==> config.mk <==
export PLATFORM = sky130hd
export DESIGN_NAME = uart_baud_divisor_calculator_unit
export DESIGN_NICKNAME = d
export VERILOG_FILES = /design/src/hw/rtl/uabd_pkg.sv /design/src/hw/rtl/uabd_div_step.sv /design/src/hw/rtl/uabd_format.sv /design/src/hw/rtl/uart_baud_divisor_calculator_unit.sv
export SDC_FILE = /design/constraint.sdc
export NUM_CORES = 2
export LEC_CHECK = 0
export ABC_CLOCK_PERIOD_IN_PS = 136700
export BUFFER_PORTS_ARGS = -buffer_cell sky130_fd_sc_hd__buf_2
export CAP_MARGIN = 10
export CORE_ASPECT_RATIO = 0.7
export CORE_MARGIN = 5
export CORE_UTILIZATION = 35
export CTS_CLUSTER_SIZE = 8
export DETAILED_ROUTE_END_ITERATION = 10
export SLEW_MARGIN = 30
export SYNTH_ARGS = -nofsm -noshare
export SYNTH_HDL_FRONTEND = slang
export SYNTH_SLANG_ARGS = --single-unit
==> constraint.sdc <==
create_clock -name clock -period 136.7 [get_ports clock]
set_clock_uncertainty 0.2 [all_clocks]
set_input_delay 20.505 -clock clock [delete_from_list [all_inputs] [get_ports clock]]
set_output_delay 20.505 -clock clock [all_outputs]
set_load 0.02 [all_outputs]
==> src/hw/rtl/uabd_pkg.sv <==
`default_nettype none

package uabd_pkg;

   localparam int CLOCK_W    = 27;
   localparam int BAUD_W     = 23;
   localparam int FRAC_W     = 4;
   localparam int IMO_W      = 16;
   localparam int WORD_W     = FRAC_W + IMO_W;
   localparam int INT_W      = CLOCK_W - FRAC_W;
   localparam int REQ_DATA_W = 24;
   localparam int RSP_DATA_W = 48;

   // one restoring step per quotient bit
   localparam int DIV_STEPS = CLOCK_W;

   localparam logic [CLOCK_W-1:0] CLOCK_RESET   = 27'h2625A00;
   localparam logic [INT_W-1:0]   INT_MAX_DIV   = 23'd65536;
   localparam logic [IMO_W-1:0]   IMO_SATURATED = 16'hFFFF;

   typedef struct packed {
      logic               valid;
      logic               zero_div;
      logic [BAUD_W-1:0]  divisor;
      logic [BAUD_W-1:0]  rem;
      logic [CLOCK_W-1:0] work;
   } div_stage_type;

endpackage

`default_nettype wire

==> src/hw/rtl/uabd_div_step.sv <==
`default_nettype none

module uabd_div_step (
   input  wire                    clock,
   input  wire                    reset,
   input  wire                    advance,
   input  uabd_pkg::div_stage_type stage_in,
   output uabd_pkg::div_stage_type stage_out
);
   import uabd_pkg::*;

   div_stage_type       stage_ff;
   div_stage_type       stage_in_c;
   logic [BAUD_W:0]     trial;
   logic [BAUD_W:0]     diff;
   logic                take;

   // shift the next dividend bit into the partial remainder and try a subtract
   always_comb begin
      trial      = {stage_in.rem, stage_in.work[CLOCK_W-1]};
      diff       = trial - {1'b0, stage_in.divisor};
      take       = (trial >= {1'b0, stage_in.divisor});
      stage_in_c = stage_in;
      stage_in_c.rem  = take ? diff[BAUD_W-1:0] : trial[BAUD_W-1:0];
      stage_in_c.work = {stage_in.work[CLOCK_W-2:0], take};
   end

   always_ff @(posedge clock) begin
      if (reset) begin
         stage_ff.valid <= 1'b0;
      end else if (advance) begin
         stage_ff <= stage_in_c;
      end
   end

   assign stage_out = stage_ff;

endmodule

`default_nettype wire

==> src/hw/rtl/uabd_format.sv <==
`default_nettype none

module uabd_format (
   input  wire                            clock,
   input  wire                            reset,
   input  wire                            advance,
   input  uabd_pkg::div_stage_type        stage_in,
   output logic                           out_valid,
   output logic [uabd_pkg::WORD_W-1:0]    baud_word,
   output logic [uabd_pkg::IMO_W-1:0]     int_minus_one,
   output logic [uabd_pkg::FRAC_W-1:0]    frac_part,
   output logic                           range_error
);
   import uabd_pkg::*;

   logic              valid_ff;
   logic [IMO_W-1:0]  imo_ff;
   logic [FRAC_W-1:0] frac_ff;
   logic              err_ff;

   logic [INT_W-1:0]  int_div;
   logic [INT_W-1:0]  int_less_one;
   logic [IMO_W-1:0]  imo_in;
   logic [FRAC_W-1:0] frac_in;
   logic              err_in;

   // quotient of clock / baud: top bits are the integer divisor, low four the fraction
   always_comb begin
      int_div      = stage_in.work[CLOCK_W-1:FRAC_W];
      int_less_one = int_div - INT_W'(1);
      imo_in       = int_less_one[IMO_W-1:0];
      frac_in      = stage_in.work[FRAC_W-1:0];
      err_in       = 1'b0;
      if (stage_in.zero_div || (int_div > INT_MAX_DIV)) begin
         imo_in  = IMO_SATURATED;
         frac_in = '0;
         err_in  = 1'b1;
      end else if (int_div == '0) begin
         imo_in  = '0;
         frac_in = '0;
         err_in  = 1'b1;
      end
   end

   always_ff @(posedge clock) begin
      if (reset) begin
         valid_ff <= 1'b0;
      end else if (advance) begin
         valid_ff <= stage_in.valid;
      end
   end

   always_ff @(posedge clock) begin
      if (advance) begin
         imo_ff  <= imo_in;
         frac_ff <= frac_in;
         err_ff  <= err_in;
      end
   end

   assign out_valid     = valid_ff;
   assign baud_word     = {frac_ff, imo_ff};
   assign int_minus_one = imo_ff;
   assign frac_part     = frac_ff;
   assign range_error   = err_ff;

endmodule

`default_nettype wire

==> src/hw/rtl/uart_baud_divisor_calculator_unit.sv <==
// channel | dir | ports           | payload, lowest bit first
// req     | in  | req_t*          | bit_rate[22:0]
// rsp     | out | rsp_t*          | baud_word[19:0], int_minus_one[35:20],
//         |     |                 | frac_part[39:36], range_error[40]
// csr     | in  | csr_wr_*        | clock_hz[26:0]
//
// 27 restoring division steps, one quotient bit per stage, then the output register;
// one item may enter every cycle while the output item is not held
// the whole pipeline moves together and freezes while the output item waits
// reset clears the stage valid bits and loads clock_hz with 40 MHz
`default_nettype none

module uart_baud_divisor_calculator_unit (
   input  wire                                 clock,
   input  wire                                 reset,
   input  wire                                 req_tvalid,
   output logic                                req_tready,
   input  wire [uabd_pkg::REQ_DATA_W-1:0]      req_tdata,  // bit_rate
   output logic                                rsp_tvalid,
   input  wire                                 rsp_tready,
   output logic [uabd_pkg::RSP_DATA_W-1:0]     rsp_tdata,  // baud_word, int_minus_one,
                                                           // frac_part, range_error
   input  wire                                 csr_wr_en,
   input  wire [uabd_pkg::CLOCK_W-1:0]         csr_wr_data // clock_hz
);
   import uabd_pkg::*;

   logic [CLOCK_W-1:0] clock_hz_ff;
   logic               advance;
   div_stage_type      entry;
   div_stage_type      stages [DIV_STEPS+1];

   logic [WORD_W-1:0]  baud_word;
   logic [IMO_W-1:0]   int_minus_one;
   logic [FRAC_W-1:0]  frac_part;
   logic               range_error;

   always_ff @(posedge clock) begin
      if (reset) begin
         clock_hz_ff <= CLOCK_RESET;
      end else if (csr_wr_en) begin
         clock_hz_ff <= csr_wr_data;
      end
   end

   assign advance    = !rsp_tvalid || rsp_tready;
   assign req_tready = advance;

   always_comb begin
      entry.valid    = req_tvalid;
      entry.divisor  = req_tdata[BAUD_W-1:0];
      entry.zero_div = (req_tdata[BAUD_W-1:0] == '0);
      entry.rem      = '0;
      entry.work     = clock_hz_ff;
   end

   assign stages[0] = entry;

   for (genvar i = 0; i < DIV_STEPS; i++) begin : g_step
      uabd_div_step u_step (
         .clock     (clock),
         .reset     (reset),
         .advance   (advance),
         .stage_in  (stages[i]),
         .stage_out (stages[i+1])
      );
   end

   uabd_format u_format (
      .clock         (clock),
      .reset         (reset),
      .advance       (advance),
      .stage_in      (stages[DIV_STEPS]),
      .out_valid     (rsp_tvalid),
      .baud_word     (baud_word),
      .int_minus_one (int_minus_one),
      .frac_part     (frac_part),
      .range_error   (range_error)
   );

   assign rsp_tdata = {{(RSP_DATA_W - WORD_W - IMO_W - FRAC_W - 1){1'b0}},
                       range_error, frac_part, int_minus_one, baud_word};

   // an error result carries only one of the two saturated values and no fraction
   a_error_saturates: assert property (@(posedge clock) disable iff (reset)
      rsp_tvalid && range_error |->
         frac_part == '0 && (int_minus_one == '0 || int_minus_one == IMO_SATURATED))
      else $error("error result not saturated");

   // the packed word always agrees with the separate fields
   a_word_matches: assert property (@(posedge clock) disable iff (reset)
      rsp_tvalid |-> baud_word == {frac_part, int_minus_one})
      else $error("packed word disagrees with fields");

   // a stalled pipeline keeps its last division stage
   a_stall_holds: assert property (@(posedge clock) disable iff (reset)
      !advance |=> $stable(stages[DIV_STEPS]))
      else $error("division stage changed during stall");

   // an item reaching the last division stage shows up at the output next advance
   a_last_to_out: assert property (@(posedge clock) disable iff (reset)
      advance && stages[DIV_STEPS].valid |=> rsp_tvalid)
      else $error("item lost at output register");

endmodule

`default_nettype wire

Word-level counts from Yosys, hierarchy flattened --
Index checks and enable logic that the tools add are counted.
Storage, ports and cells: bits in registers 2028, input port bits 56, output and inout bits 50
Cells by class: reductions and logical operators 7, bitwise logic cells 1, add/sub/neg operators 27, mux-type cells 28, magnitude comparators 28
Operators by type and width (number):
- $ge A24 B23 Y1 | 26
- $mux W23 | 25
- $sub A23 B23 Y23 | 25
- $logic_not A23 Y1 | 2
- $ge A1 B23 Y1 | 1
- $gt A23 B17 Y1 const B | 1
- $sub A1 B23 Y23 | 1
- $mux W16 | 1
- $sub A16 B1 Y16 const B | 1
- $logic_or A1 B1 Y1 | 2
- $mux W1 | 2
- $reduce_and A2 Y1 | 1
- $reduce_or A2 Y1 | 1
- $logic_not A1 Y1 | 1
- $not A1 Y1 | 1

Longest topological paths before layout --
depth in word-level cells 3, gate-level depth with buffers 15

By module --
From an unflattened synthesis, not the netlist that was laid out.
Unflattened totals: cell total of the unflattened synthesis 9063, area, all modules 106066.7 um^2
By module, submodules not included:
- uabd_div_step (g_step[0].u_step ...) | area each 3832.4 um^2, sequential area each 2242.2 um^2, cells an instance 328, instances 26
- uabd_div_step (g_step[6].u_step) | area each 3988.8 um^2, sequential area each 2242.2 um^2, cells an instance 311, instances 1
- uabd_format | area each 1282.5 um^2, sequential area each 650.6 um^2, cells an instance 117, instances 1
- uart_baud_divisor_calculator_unit | area each 1152.4 um^2, sequential area each 540.5 um^2, cells an instance 107, instances 1

Worst setup path before layout --
OpenSTA, ideal clock, no wires.
path kind input port to flip-flop, from in reset, to reg g_step[0].u_step.stage_ff (netlist bit g_step[0].u_step.stage_out[0]) (enable), arrival time 101.655 ns, buffers on the path 2, path slack 30.500 ns, stages 3, cell sequence clkbuf_1 -> buf_1 -> nor2_1
On the way: word-level cells in the longest chain between the ends 2
RTL lines:
- from (decl) | line uart_baud_divisor_calculator_unit.sv:15 | input wire reset,
- $not A1 Y1 (no source line)
- $reduce_and A2 Y1 (no source line)
- to (signal assigned) | line uabd_div_step.sv:32 | stage_ff <= stage_in_c;
- to (decl) | line uabd_div_step.sv:12 | div_stage_type stage_ff;
No other way between the ends. A chain may end at the register's enable or synchronous reset.

Worst setup path in the final report --
from in rsp_tready, to out req_tready
On the way: word-level cells in the longest chain between the ends 1
RTL lines:
- from (decl) | line uart_baud_divisor_calculator_unit.sv:20 | input wire rsp_tready,
- $logic_or A1 B1 Y1 | line uart_baud_divisor_calculator_unit.sv:46 | assign advance = !rsp_tvalid || rsp_tready;
- to (decl) | line uart_baud_divisor_calculator_unit.sv:17 | output logic req_tready,
No other way between the ends.

==> flow_summary.ini <==
[setup_path]
r2r_slack_ns = 131.73
endpoint_kind = output pin
path_class = primary input to output pin
r2r_end = g_step[25].u_step.stage_out[71]
rr_worst_depth = 8
crit_fanout = 49
crit_arrival_ns = 21.77
worstSetupStartpointType = primary input
r2r-start = u_format.out_valid
worstPathRequired_ns = 115.99

[clocking]
clock-sinks = 2028
cts_tree = yes
clk_latency_ns = 0.85
cts_max_path_buffers = 4
clkTransAtPathRegs_ns = 0.05
cts_buffers = 296
postCtsHoldBufs = 0
ctsHtreeMaxLevel = 5
clock-root-buffer = clkbuf_16
post-cts-setup-buffers = 0
ctsResizeCount = 0

[yosys]
synthCells = 7810
avgSynthCellArea_sq_um = 12.6
synth_warnings = 0
synth_top_flop_cell = edfxtp_1
ys_seq_area_share_pct = 61.2
synth_cell_types = 88
syn_area_sq_um = 98600
ys_ff_latch = 2028
synth_edf_count = 1973
async_flop_share_pct = 0

[worst_hold_path]
hold_class = flop to flop
hold_depth = 0
worstHoldStart = g_step[16].u_step.stage_out[12]
holdPathEnd = g_step[17].u_step.stage_out[13]

[sta]
tightestPinTransition_ns = 1.03
post-route-min-period_ns = 42.48
fmax_mhz = 23.5
finalSetupViolations = 0
fin_tns_setup_ns = 0
finalMaxSlewViolations = 0
hold_violations = 0
maxSlewHeadroom_pct = 30.2
rsz0062_at_grt = no
whs_ns = 0.154
fin_crit_sh_pct = 31.1

[route]
vias_per_cell = 5.06
wire_per_inst_um = 17.0
finalWirelength_um = 202000
ant_nets = 0
drc = 0
drt_iter0_drc = 5728
dr_total_vias = 60000
first_pass_iters = 8

[final_layout]
layout_common_cells = edfxtp_1, inv_1, ha_1
final_util_pct = 39.7
fin_nets = 8772
layout-drive-gt1-share_pct = 9.68
syn2layout_area_growth_pct = 13.2
final_common_cell = edfxtp_1

[global_routing]
grt_pass1_vias = 57500
grt_max_degree = 173
grt_pass1_wl_um = 320000
grt_antenna_before_repair = 3
track_usage_pct = 13.4
grt_remaining_overflow = 0

[floorplanning]
io_pins = 106
die_h_um = 454
start_util_pct = 35.1
rows = 163
dieArea_sq_um = 293000
core_sq_um = 281000
die_width_um = 644

[placed_design]
portBuffers = 97
dp_hpwl_um = 143000
gp_congestion = 0.896

[power_and_ir_drop]
ir_worst_vdd_v = 0.0000113
p_leak_nw = 43.6
cellPowerDensity_nw_per_um2 = 22.7

[status]
outcome = completed

[job]
drv_cap = 0
-- metrics by stage --
| step | cell area (sq um) | total power, W | instances | worst slack (ns) |
|---|---|---|---|---|
| after global routing | 112000 | 0.00270 | 11900 | 94.11 |
| after CTS | 112000 | 0.00255 | 11900 | 94.18 |
| after detailed placement | 104000 | 0.00188 | 11500 | 94.18 |
| final | 112000 | 0.00254 | 11900 | 94.22 |
| after floorplan | 98600 | 0.00173 | 7816 | 30.50 |
| after global placement | 103000 | 0.00185 | 11500 | 94.18 |
-- sequential cells by signal (all words and copies together), names as in the netlist --
signal                   cells
u_format.frac_part           4
g_step.u_step.stage_out   1979
u_format.out_valid           1
clock_hz_ff                 27
u_format.range_error         1
u_format.int_minus_one      16
-- worst max-delay path by stage --
| stage | end | cells after the start | from |
|---|---|---|---|
| global route | req_tready | 6 | rsp_tready |
| CTS | req_tready | 6 | rsp_tready |
| global placement | req_tready | 6 | rsp_tready |
| detailed placement | req_tready | 6 | rsp_tready |
| finish | req_tready | 6 | rsp_tready |
| floorplan | g_step[0].u_step.stage_out[0] | 3 | reset |
-- routing by layer --
metal,GRT usage [%],vias up,routed length [um]
met5,0,-,0
met4,3.66,0,4460
met3,2.30,310,11100
met2,19.5,1530,84900
met1,20.3,28900,101000
li1,-,29200,-
-- synthesized netlist by cell type, types with 57 or more instances --
cell / count / area (sq um)
nor2b_1: 104 / 651
o21bai_1: 57 / 428
ha_1: 602 / 7530
nand2b_1: 95 / 594
mux2_2: 221 / 2490
a21oi_1: 511 / 2560
nor2_1: 390 / 1460
nand4_1: 79 / 494
inv_1: 771 / 2890
o21ai_0: 501 / 2510
nor3_1: 90 / 450
nand2_1: 547 / 2050
xor2_1: 195 / 1710
clkbuf_1: 104 / 390
xnor2_1: 269 / 2360
a21o_1: 256 / 1920
edfxtp_1: 1973 / 59200
o21a_1: 83 / 623
nand3_1: 94 / 470
-- layout make-up --
type / instances / area (sq um)
Sequential cell: 2028 / 60300
Timing Repair Buffer: 153 / 1050
Multi-Input combinational cell: 4833 / 34600
Clock buffer: 344 / 7740
Tap cell: 3712 / 4640
Antenna cell: 4 / 10.0
Clock inverter: 20 / 300
Fill cell: 26100 / 169000
Inverter: 777 / 2920
-- worst max-delay path: stages --
cell and delay (ns):
buf_2 0.08, nor2b_2 0.03, buf_4 0.22, inv_2 0.07, buf_4 0.55, buf_2 0.29
-- logic make-up (layout without fill, tap and decap cells) --
group | after synthesis | in the layout | share of synthesized area (%)
compound gates | 1863 | 1863 | 12.0
fa+ha+maj | 627 | 627 | 8.15
buf+inv | 955 | 1294 | 3.82
other cells | 1 | 11 | 0.00380
mux | 266 | 266 | 2.99
xor+xnor | 464 | 464 | 4.12
simple gates | 1606 | 1606 | 7.71
flops | 2028 | 2028 | 61.2
-- where the power goes --
part	switching (W)	leakage (nW)	internal, W
clock network	0.000253	3.92	0.000396
logic	0.000541	20.0	0.000412
registers	0.0000667	19.7	0.000867
total	0.000860	43.6	0.00168
No activity file was read; power rests on OpenSTA's default activity.
